[config.mk]
export PLATFORM = sky130hd
export DESIGN_NAME = bitmap_slab_allocator_unit
export DESIGN_NICKNAME = d
export VERILOG_FILES = /design/src/sv/bsa_pkg.sv /design/src/sv/bsa_bitmap.sv /design/src/sv/bitmap_slab_allocator_unit.sv
export VERILOG_INCLUDE_DIRS = /design/src /design/src/sv
export SDC_FILE = /design/constraint.sdc
export NUM_CORES = 1
export LEC_CHECK = 0
export BUFFER_PORTS_ARGS = -buffer_cell sky130_fd_sc_hd__buf_2
export CORE_ASPECT_RATIO = 1.1
export CORE_UTILIZATION = 53
export DETAILED_ROUTE_END_ITERATION = 8
export GPL_ROUTABILITY_DRIVEN = 0
export PLACE_DENSITY = 0.81
export SLEW_MARGIN = 20
export SYNTH_ARGS = -nofsm -noshare
export SYNTH_HDL_FRONTEND = slang
export SYNTH_SLANG_ARGS = --single-unit
[constraint.sdc]
create_clock -name clock -period 6.9 [get_ports clock]
set_input_delay 0.345 -clock clock [delete_from_list [all_inputs] [get_ports clock]]
set_output_delay 0.345 -clock clock [all_outputs]
set_load 0.02 [all_outputs]
[src/sv/assert_macros.svh]
// Assertion helpers included by the allocator unit RTL.
`ifndef ASSERT_MACROS_SVH
`define ASSERT_MACROS_SVH

// Same-cycle implication, disabled while reset is high.
`define BSA_ASSERT_IMPLY(label, clk, rst, ante, cons, msg) \
   label: assert property (@(posedge clk) disable iff (rst) (ante) |-> (cons)) \
      else $error(msg);

// Next-cycle implication, disabled while reset is high.
`define BSA_ASSERT_NEXT(label, clk, rst, ante, cons, msg) \
   label: assert property (@(posedge clk) disable iff (rst) (ante) |=> (cons)) \
      else $error(msg);

`endif

[src/sv/bsa_pkg.sv]
package bsa_pkg;

   localparam int WORD_W      = 32;
   localparam int WORD_BIT_W  = 5;
   localparam int ADDR_W      = 32;
   localparam int SHIFT_W     = 5;
   localparam int COUNT_W     = 9;
   localparam int STATUS_W    = 2;
   localparam int CSR_INDEX_W = 2;

   localparam logic [SHIFT_W-1:0] MAX_SHIFT = 5'd16;

   localparam logic [ADDR_W-1:0]  POOL_BASE_RESET  = 32'd0;
   localparam logic [SHIFT_W-1:0] OBJ_SHIFT_RESET  = 5'd4;
   localparam logic [COUNT_W-1:0] SLOT_COUNT_RESET = 9'd256;

   localparam logic [CSR_INDEX_W-1:0] CSR_POOL_BASE  = 2'd0;
   localparam logic [CSR_INDEX_W-1:0] CSR_OBJ_SHIFT  = 2'd1;
   localparam logic [CSR_INDEX_W-1:0] CSR_SLOT_COUNT = 2'd2;

   localparam logic [STATUS_W-1:0] STATUS_OK   = 2'd0;
   localparam logic [STATUS_W-1:0] STATUS_FULL = 2'd1;
   localparam logic [STATUS_W-1:0] STATUS_BAD  = 2'd2;

   localparam logic ACTION_ALLOC = 1'b0;
   localparam logic ACTION_FREE  = 1'b1;

   typedef enum logic [2:0] {
      ST_IDLE,
      ST_ALLOC_CHECK,
      ST_ALLOC_ADDR,
      ST_FREE_SUB,
      ST_FREE_CHECK,
      ST_FREE_WRITE,
      ST_DONE
   } bsa_state_type;

   typedef struct packed {
      logic rd_en;
      logic wr_en;
   } bsa_map_ctl_type;

endpackage

[src/sv/bsa_bitmap.sv]
module bsa_bitmap #(
   parameter int WORDS = 8,
   localparam int MAP_ADDR_W = (WORDS > 1) ? $clog2(WORDS) : 1
) (
   input  logic                           clock,
   input  logic                           reset,
   input  bsa_pkg::bsa_map_ctl_type       map_ctl,
   input  logic [MAP_ADDR_W-1:0]          rd_addr,
   input  logic [MAP_ADDR_W-1:0]          wr_addr,
   input  logic [bsa_pkg::WORD_W-1:0]     wr_data,
   output logic [bsa_pkg::WORD_W-1:0]     rd_data
);
   import bsa_pkg::*;

   logic [WORD_W-1:0] map_ff [WORDS];
   logic [WORDS-1:0]  row_valid_ff;
   logic [WORD_W-1:0] rd_data_ff;

   always_ff @(posedge clock) begin
      if (map_ctl.wr_en) begin
         map_ff[wr_addr] <= wr_data;
      end
   end

   // a row never written reads as all free
   always_ff @(posedge clock) begin
      if (reset) begin
         row_valid_ff <= '0;
      end else if (map_ctl.wr_en) begin
         row_valid_ff[wr_addr] <= 1'b1;
      end
   end

   always_ff @(posedge clock) begin
      if (map_ctl.rd_en) begin
         rd_data_ff <= row_valid_ff[rd_addr] ? map_ff[rd_addr] : '0;
      end
   end

   assign rd_data = rd_data_ff;

endmodule

[src/sv/bitmap_slab_allocator_unit.sv]
// Channel   | Direction | Handshake           | Payload
// req_      | in        | req_valid/req_stall | req_action, req_free_address
// rsp_      | out       | rsp_valid/rsp_stall | rsp_address, rsp_status
// csr_      | in        | csr_write_enable    | csr_index, csr_write_data
//
// Allocate: accept, then scan the 32-slot map words in turn (up to ceil(capacity/32)),
// then form the address and post it; a full pool posts its result straight after the scan.
// Free: accept, subtract, check, read-modify-write, post; a rejected free skips the write.
// Synchronous reset clears the whole map at once through per-word valid bits.
// A stalled result holds in the output register; the next transaction is
// taken meanwhile and waits in its last step until the register frees.
`include "assert_macros.svh"

module bitmap_slab_allocator_unit #(
   parameter int SLOTS = 256
) (
   input  logic                                clock,
   input  logic                                reset,
   input  logic                                req_valid,
   output logic                                req_stall,
   input  logic                                req_action,
   input  logic [bsa_pkg::ADDR_W-1:0]          req_free_address,
   output logic                                rsp_valid,
   input  logic                                rsp_stall,
   output logic [bsa_pkg::ADDR_W-1:0]          rsp_address,
   output logic [bsa_pkg::STATUS_W-1:0]        rsp_status,
   input  logic                                csr_write_enable,
   input  logic [bsa_pkg::CSR_INDEX_W-1:0]     csr_index,
   input  logic [bsa_pkg::WORD_W-1:0]          csr_write_data
);
   import bsa_pkg::*;

   localparam int WORDS  = (SLOTS + WORD_W - 1) / WORD_W;
   localparam int WA_W   = (WORDS > 1) ? $clog2(WORDS) : 1;
   localparam int WC_W   = $clog2(WORDS + 1);
   localparam int CAP_W  = $clog2(SLOTS + 1);
   localparam int BASE_W = WC_W + WORD_BIT_W;

   bsa_state_type state_ff, state_in;

   logic [ADDR_W-1:0]   pool_base_ff;
   logic [SHIFT_W-1:0]  obj_shift_ff;
   logic [COUNT_W-1:0]  slot_count_ff;

   logic [WC_W-1:0]       word_ff, word_in;
   logic [WORD_BIT_W-1:0] bit_ff, bit_in;
   logic [ADDR_W-1:0]     addr_ff, addr_in;
   logic [ADDR_W-1:0]     off_ff, off_in;
   logic                  below_ff, below_in;
   logic [ADDR_W-1:0]     res_addr_ff, res_addr_in;
   logic [STATUS_W-1:0]   res_status_ff, res_status_in;

   logic                rsp_valid_ff, rsp_valid_in;
   logic [ADDR_W-1:0]   rsp_address_ff, rsp_address_in;
   logic [STATUS_W-1:0] rsp_status_ff, rsp_status_in;

   logic [SHIFT_W-1:0] shift;
   logic [CAP_W-1:0]   cap;

   // shared adder
   logic [ADDR_W-1:0] add_a, add_b;
   logic              add_sub;
   logic [ADDR_W:0]   add_sum;

   // map port
   bsa_map_ctl_type   map_ctl;
   logic [WA_W-1:0]   rd_addr, wr_addr;
   logic [WORD_W-1:0] wr_data, rd_data;

   // scan
   logic [BASE_W-1:0]     scan_base, next_base, rem;
   logic [WORD_W-1:0]     lane_mask, avail;
   logic                  hit, at_end;
   logic [WORD_BIT_W-1:0] hit_bit;

   // free decode
   logic [ADDR_W-1:0] off_idx, low_mask;
   logic              free_ok;

   assign shift = (obj_shift_ff > MAX_SHIFT) ? MAX_SHIFT : obj_shift_ff;
   assign cap   = (32'(slot_count_ff) > 32'(SLOTS)) ? CAP_W'(SLOTS) : CAP_W'(slot_count_ff);

   assign add_sum = {1'b0, add_a} + {1'b0, add_b ^ {ADDR_W{add_sub}}} + (ADDR_W + 1)'(add_sub);

   assign scan_base = {word_ff, {WORD_BIT_W{1'b0}}};
   assign next_base = scan_base + BASE_W'(WORD_W);
   assign at_end    = next_base >= BASE_W'(cap);
   assign rem       = BASE_W'(cap) - scan_base;
   assign lane_mask = (rem >= BASE_W'(WORD_W)) ? '1
                      : ((WORD_W'(1) << rem[WORD_BIT_W-1:0]) - WORD_W'(1));
   assign avail     = ~rd_data & lane_mask;
   assign hit       = |avail;

   always_comb begin
      hit_bit = '0;
      for (int b = WORD_W - 1; b >= 0; b--) begin
         if (avail[b]) begin
            hit_bit = WORD_BIT_W'(b);
         end
      end
   end

   assign off_idx  = off_ff >> shift;
   assign low_mask = (ADDR_W'(1) << shift) - ADDR_W'(1);
   assign free_ok  = !below_ff && ((off_ff & low_mask) == '0)
                     && (off_idx < ADDR_W'(cap));

   bsa_bitmap #(
      .WORDS (WORDS)
   ) u_bitmap (
      .clock   (clock),
      .reset   (reset),
      .map_ctl (map_ctl),
      .rd_addr (rd_addr),
      .wr_addr (wr_addr),
      .wr_data (wr_data),
      .rd_data (rd_data)
   );

   always_ff @(posedge clock) begin
      if (reset) begin
         pool_base_ff  <= POOL_BASE_RESET;
         obj_shift_ff  <= OBJ_SHIFT_RESET;
         slot_count_ff <= SLOT_COUNT_RESET;
      end else if (csr_write_enable) begin
         case (csr_index)
            CSR_POOL_BASE:  pool_base_ff  <= csr_write_data;
            CSR_OBJ_SHIFT:  obj_shift_ff  <= csr_write_data[SHIFT_W-1:0];
            CSR_SLOT_COUNT: slot_count_ff <= csr_write_data[COUNT_W-1:0];
            default: ;
         endcase
      end
   end

   always_ff @(posedge clock) begin
      if (reset) begin
         state_ff     <= ST_IDLE;
         rsp_valid_ff <= 1'b0;
      end else begin
         state_ff     <= state_in;
         rsp_valid_ff <= rsp_valid_in;
      end
   end

   always_ff @(posedge clock) begin
      word_ff        <= word_in;
      bit_ff         <= bit_in;
      addr_ff        <= addr_in;
      off_ff         <= off_in;
      below_ff       <= below_in;
      res_addr_ff    <= res_addr_in;
      res_status_ff  <= res_status_in;
      rsp_address_ff <= rsp_address_in;
      rsp_status_ff  <= rsp_status_in;
   end

   always_comb begin
      state_in       = state_ff;
      word_in        = word_ff;
      bit_in         = bit_ff;
      addr_in        = addr_ff;
      off_in         = off_ff;
      below_in       = below_ff;
      res_addr_in    = res_addr_ff;
      res_status_in  = res_status_ff;
      rsp_valid_in   = rsp_valid_ff;
      rsp_address_in = rsp_address_ff;
      rsp_status_in  = rsp_status_ff;
      map_ctl        = '0;
      rd_addr        = '0;
      wr_addr        = word_ff[WA_W-1:0];
      wr_data        = rd_data | (WORD_W'(1) << hit_bit);
      add_a          = pool_base_ff;
      add_b          = ADDR_W'({word_ff, bit_ff}) << shift;
      add_sub        = 1'b0;

      // drain the output register
      if (rsp_valid_ff && !rsp_stall) begin
         rsp_valid_in = 1'b0;
      end

      case (state_ff)
         ST_IDLE: begin
            if (req_valid) begin
               addr_in = req_free_address;
               if (req_action == ACTION_FREE) begin
                  state_in = ST_FREE_SUB;
               end else begin
                  word_in       = '0;
                  map_ctl.rd_en = 1'b1;
                  state_in      = ST_ALLOC_CHECK;
               end
            end
         end
         ST_ALLOC_CHECK: begin
            if (hit) begin
               bit_in        = hit_bit;
               map_ctl.wr_en = 1'b1;
               state_in      = ST_ALLOC_ADDR;
            end else if (at_end) begin
               res_addr_in   = '0;
               res_status_in = STATUS_FULL;
               state_in      = ST_DONE;
            end else begin
               // fetch the next word while this one is judged
               word_in       = word_ff + WC_W'(1);
               rd_addr       = WA_W'(word_ff + WC_W'(1));
               map_ctl.rd_en = 1'b1;
            end
         end
         ST_ALLOC_ADDR: begin
            res_addr_in   = add_sum[ADDR_W-1:0];
            res_status_in = STATUS_OK;
            state_in      = ST_DONE;
         end
         ST_FREE_SUB: begin
            add_a    = addr_ff;
            add_b    = pool_base_ff;
            add_sub  = 1'b1;
            off_in   = add_sum[ADDR_W-1:0];
            below_in = !add_sum[ADDR_W];
            state_in = ST_FREE_CHECK;
         end
         ST_FREE_CHECK: begin
            res_addr_in = '0;
            if (free_ok) begin
               word_in       = WC_W'(off_idx[WORD_BIT_W +: WA_W]);
               bit_in        = off_idx[WORD_BIT_W-1:0];
               rd_addr       = off_idx[WORD_BIT_W +: WA_W];
               map_ctl.rd_en = 1'b1;
               state_in      = ST_FREE_WRITE;
            end else begin
               res_status_in = STATUS_BAD;
               state_in      = ST_DONE;
            end
         end
         ST_FREE_WRITE: begin
            wr_data       = rd_data & ~(WORD_W'(1) << bit_ff);
            map_ctl.wr_en = 1'b1;
            res_status_in = STATUS_OK;
            state_in      = ST_DONE;
         end
         ST_DONE: begin
            // hold until the output register is free
            if (!rsp_valid_ff || !rsp_stall) begin
               rsp_valid_in   = 1'b1;
               rsp_address_in = res_addr_ff;
               rsp_status_in  = res_status_ff;
               state_in       = ST_IDLE;
            end
         end
         default: begin
            state_in = ST_IDLE;
         end
      endcase
   end

   assign req_stall   = (state_ff != ST_IDLE);
   assign rsp_valid   = rsp_valid_ff;
   assign rsp_address = rsp_address_ff;
   assign rsp_status  = rsp_status_ff;

   `BSA_ASSERT_NEXT(a_accept_busy, clock, reset, req_valid && !req_stall, state_ff != ST_IDLE, "accepted transaction left the sequencer idle")
   `BSA_ASSERT_IMPLY(a_fail_addr_zero, clock, reset, rsp_valid_ff && (rsp_status_ff != STATUS_OK) , rsp_address_ff == '0, "failed transaction returned a nonzero address")
   `BSA_ASSERT_IMPLY(a_scan_in_cap, clock, reset, state_ff == ST_ALLOC_CHECK, (scan_base < BASE_W'(cap)) || (cap == '0), "scan word beyond capacity")
   `BSA_ASSERT_IMPLY(a_map_no_rw_clash, clock, reset, map_ctl.wr_en, !(map_ctl.rd_en && (rd_addr == wr_addr)), "map read and write hit the same word")

endmodule

==> results.json <==
{
  "final_count_of_negative_setup_slack_endpoints": 0,
  "setup.worst_path.end_class": "flop",
  "grt-busiest-layer": "met2",
  "critical_path_arrival_ps": 6990,
  "synth-seq-cells": 488,
  "netlist_area_um2": 25260,
  "pin_count_of_the_biggest_net_entering_global_routing": 65,
  "finish.instance_area_um2": 28650,
  "leakagePower_nw": 10.88,
  "final.period_utilization_pct": 95.64,
  "initial_utilization_pct": 53.94,
  "min-delay-path-class": "in2reg",
  "synthToLayoutAreaGrowth_pct": 13.41,
  "timing_worst_slew_pin_value_ps": 1087,
  "std_cell_rows": 83,
  "detail_route.wl_per_cell_um": 23.45,
  "slew_headroom_pct": 27.38,
  "first_pass_iters": 7,
  "placed_area_um2": 26430,
  "grt_pass1_vias": 19020,
  "synth_sequential_area_ratio_pct": 55.71,
  "grt_usage_pct": 28.66,
  "fmax_mhz": 151.5,
  "detailed_place_hpwl_mm": 45.90,
  "grt_pass1_wl_mm": 107.1,
  "die_area_um2": 48550,
  "setup_total_negative_slack_ps": 0,
  "final_cells": 2972,
  "final.setup_skew_ps": 41.95,
  "dr_total_vias": 19498,
  "coreArea_um2": 46840,
  "die_width_um": 210.2,
  "post_synth.cell_area_avg_um2": 11.63,
  "finalHoldViolations": 0,
  "cts.path.max_buffers": 3,
  "critical_path_peak_fanout": 37,
  "crit_path_start_kind": "flop",
  "status": "complete, no violations",
  "met3_usage_pct": 6.271,
  "route.detailed.vias_per_inst": 6.561,
  "netlist-cell-type-count": 103,
  "number_of_enable_flip_flop_cells_after_synthesis": 430,
  "max-vdd-ir-drop_v": 0.0002504,
  "cts_setup_buffers": 0,
  "placed_cells": 2832,
  "powerDensity_nw_per_um2": 244.0,
  "drive_above_1_share_pct": 16.80,
  "tritoncts": "yes",
  "layout_nets": 2418,
  "routed_wirelength_mm": 69.70,
  "post-route-drc-count": 0,
  "maxCapViolations": 0,
  "die_h_um": 231.0,
  "clock_sink_count": 488,
  "timing.final.max_slew_violations": 0,
  "rsz_0062_raised_after_global_routing": "true",
  "reg_clk_slew_reported_paths_ps": 70,
  "globalRoute.totalOverflow": 0,
  "synthCells": 2173,
  "final.min_clock_period_ps": 6599,
  "holdWs_ps": 29.27,
  "io_buffer_count": 107,
  "gr-usage-met2_pct": 46.51,
  "final_antenna_net_count": 0,
  "critPathRequiredTime_ps": 7290,
  "synthesis.nets": 2296,
  "htree_levels": 2,
  "timing_worst_setup_path_type": "reg2reg",
  "synth_flop_cell": "edfxtp_1",
  "synth_async_sr_flop_share_pct": 0,
  "global_route.usage.met1_pct": 34.94,
  "r2r_setup_slack_ps": 300,
  "synth_warnings": 0,
  "initialDrtViolationCount": 2560,
  "antenna_found_initial": 2,
  "cts_made_buffers": 47,
  "clock_latency_on_the_worst_skew_pair_ps": 620,
  "clockRootBuffer": "clkbuf_16",
  "boundaryPins": 108
}
-- final cells by class --
| cell class | instances | area (µm²) |
|---|---|---|
| inverters | 34 | 127.6 |
| repair buffers | 206 | 1456 |
| multi-input cells | 1518 | 10530 |
| flip-flops and latches | 488 | 14070 |
| clock buffers | 51 | 1191 |
| well taps | 637 | 797.0 |
| fillers | 3454 | 18180 |
| diodes | 1 | 2.502 |
| clock inverters | 37 | 469.2 |
-- report_power, final --
| part | leakage, nW | total (W) | internal [W] | switching [W] |
|---|---|---|---|---|
| Clock | 0.801 | 0.00276 | 0.00158 | 0.00118 |
| Combinational | 5.68 | 0.000768 | 0.000262 | 0.000506 |
| Sequential | 4.40 | 0.00346 | 0.00338 | 0.0000875 |
-- cells in the final DEF, fill, tap and decap left out, types with 32 or more instances in the layout --
cell type,instances
buf_4,48
mux2i_1,137
ha_1,49
dfxtp_1,57
nand3_1,43
mux2_2,40
and2_1,39
dlygate4sd3_1,49
edfxtp_1,430
nor3_1,34
buf_2,106
a21oi_1,108
a22o_1,32
nor2_1,124
nand2_1,304
clkbuf_16,47
o21ai_0,113
-- cells by family after synthesis --
| logic type | after synthesis | synth area share [%] |
|---|---|---|
| buffers and inverters | 167 | 2.986 |
| AOI/OAI and AO/OA | 522 | 14.87 |
| xor gates and xnor gates | 40 | 1.387 |
| adders and majority gates | 52 | 2.625 |
| DFF | 488 | 55.71 |
| and+or+nand+nor | 707 | 13.47 |
| muxes | 197 | 8.959 |
-- metal layers --
metal  routed length (µm)  part of all wire (%)
met1                24820                    36
met4                 4699                   6.7
met5                   13                 0.019
met3                 7597                    11
met2                32560                    47
-- worst max-delay path, cell delays in order (launching register included) --
cell	delay (ps)
dfxtp_1	700
inv_1	450
nand2_1	270
inv_1	70
ha_1	350
a21oi_2	250
a211oi_2	150
a2111o_1	730
a31oi_1	500
nor4_1	150
and4_1	360
and3_4	220
nor2_8	660
buf_4	590
mux2i_1	180
a22o_1	280
a2111oi_2	370
-- repair_timing --
action | in CTS | in global routing
hold buffers | 49 | 0
resized for setup | 0 | 8
endpoints found under the setup margin | 0 | 67
endpoints found under the hold margin | 49 | 0
-- sequential cells by signal, summed over array words and instances, names as in the netlist --
signal,count
rsp_valid,1
res_status_ff,2
rsp_status,2
pool_base_ff,32
u_bitmap.row_valid_ff,8
res_addr_ff,32
off_ff,32
u_bitmap.map_ff,256
addr_ff,32
rsp_address,32
word_ff,4
slot_count_ff,9
obj_shift_ff,5
state_ff,3
bit_ff,5
below_ff,1
u_bitmap.rd_data,32
-- per-stage QoR --
stage          total power, W  setup WS (ps)  utilization [%]
6_report             0.006992          301.1            61.18
5_1_grt              0.007184         -36.32            61.18
4_1_cts              0.006977          422.3            61.03
3_5_place_dp         0.004232          464.8            56.44
3_3_place_gp         0.004202          742.6            56.44
2_1_floorplan        0.003976          450.1                -
-- Yosys cell counts, types with 28 or more instances --
cell type / number / area share (%)
nor2_1: 126 / 1.9
nand2_1: 304 / 4.5
dfxtp_1: 58 / 4.6
nand3_1: 43 / 0.85
nor3_1: 40 / 0.79
clkbuf_1: 70 / 1.0
inv_1: 31 / 0.46
edfxtp_1: 430 / 51
a21oi_1: 110 / 2.2
a22o_1: 32 / 1.1
mux2i_1: 137 / 5.4
a2111oi_2: 28 / 1.7
and2_1: 39 / 0.97
buf_2: 36 / 0.71
ha_1: 49 / 2.4
o21ai_0: 121 / 2.4
mux2_2: 40 / 1.8
-- path summary, 6_finish.rpt --
kind	cells past startpoint	endpoint	startpoint
max	16	u_bitmap.rd_data[30]$_SDFFCE_PN0P_	slot_count_ff[8]$_SDFFE_PP1P_
min	3	pool_base_ff[5]$_SDFFE_PP0P_	csr_write_data[5]
max reg2reg	16	u_bitmap.rd_data[30]$_SDFFCE_PN0P_	slot_count_ff[8]$_SDFFE_PP1P_
min reg2reg	0	rsp_address[7]$_DFFE_PP_	res_addr_ff[7]$_SDFFCE_PP0P_
Power figures use the tool's default switching activity.
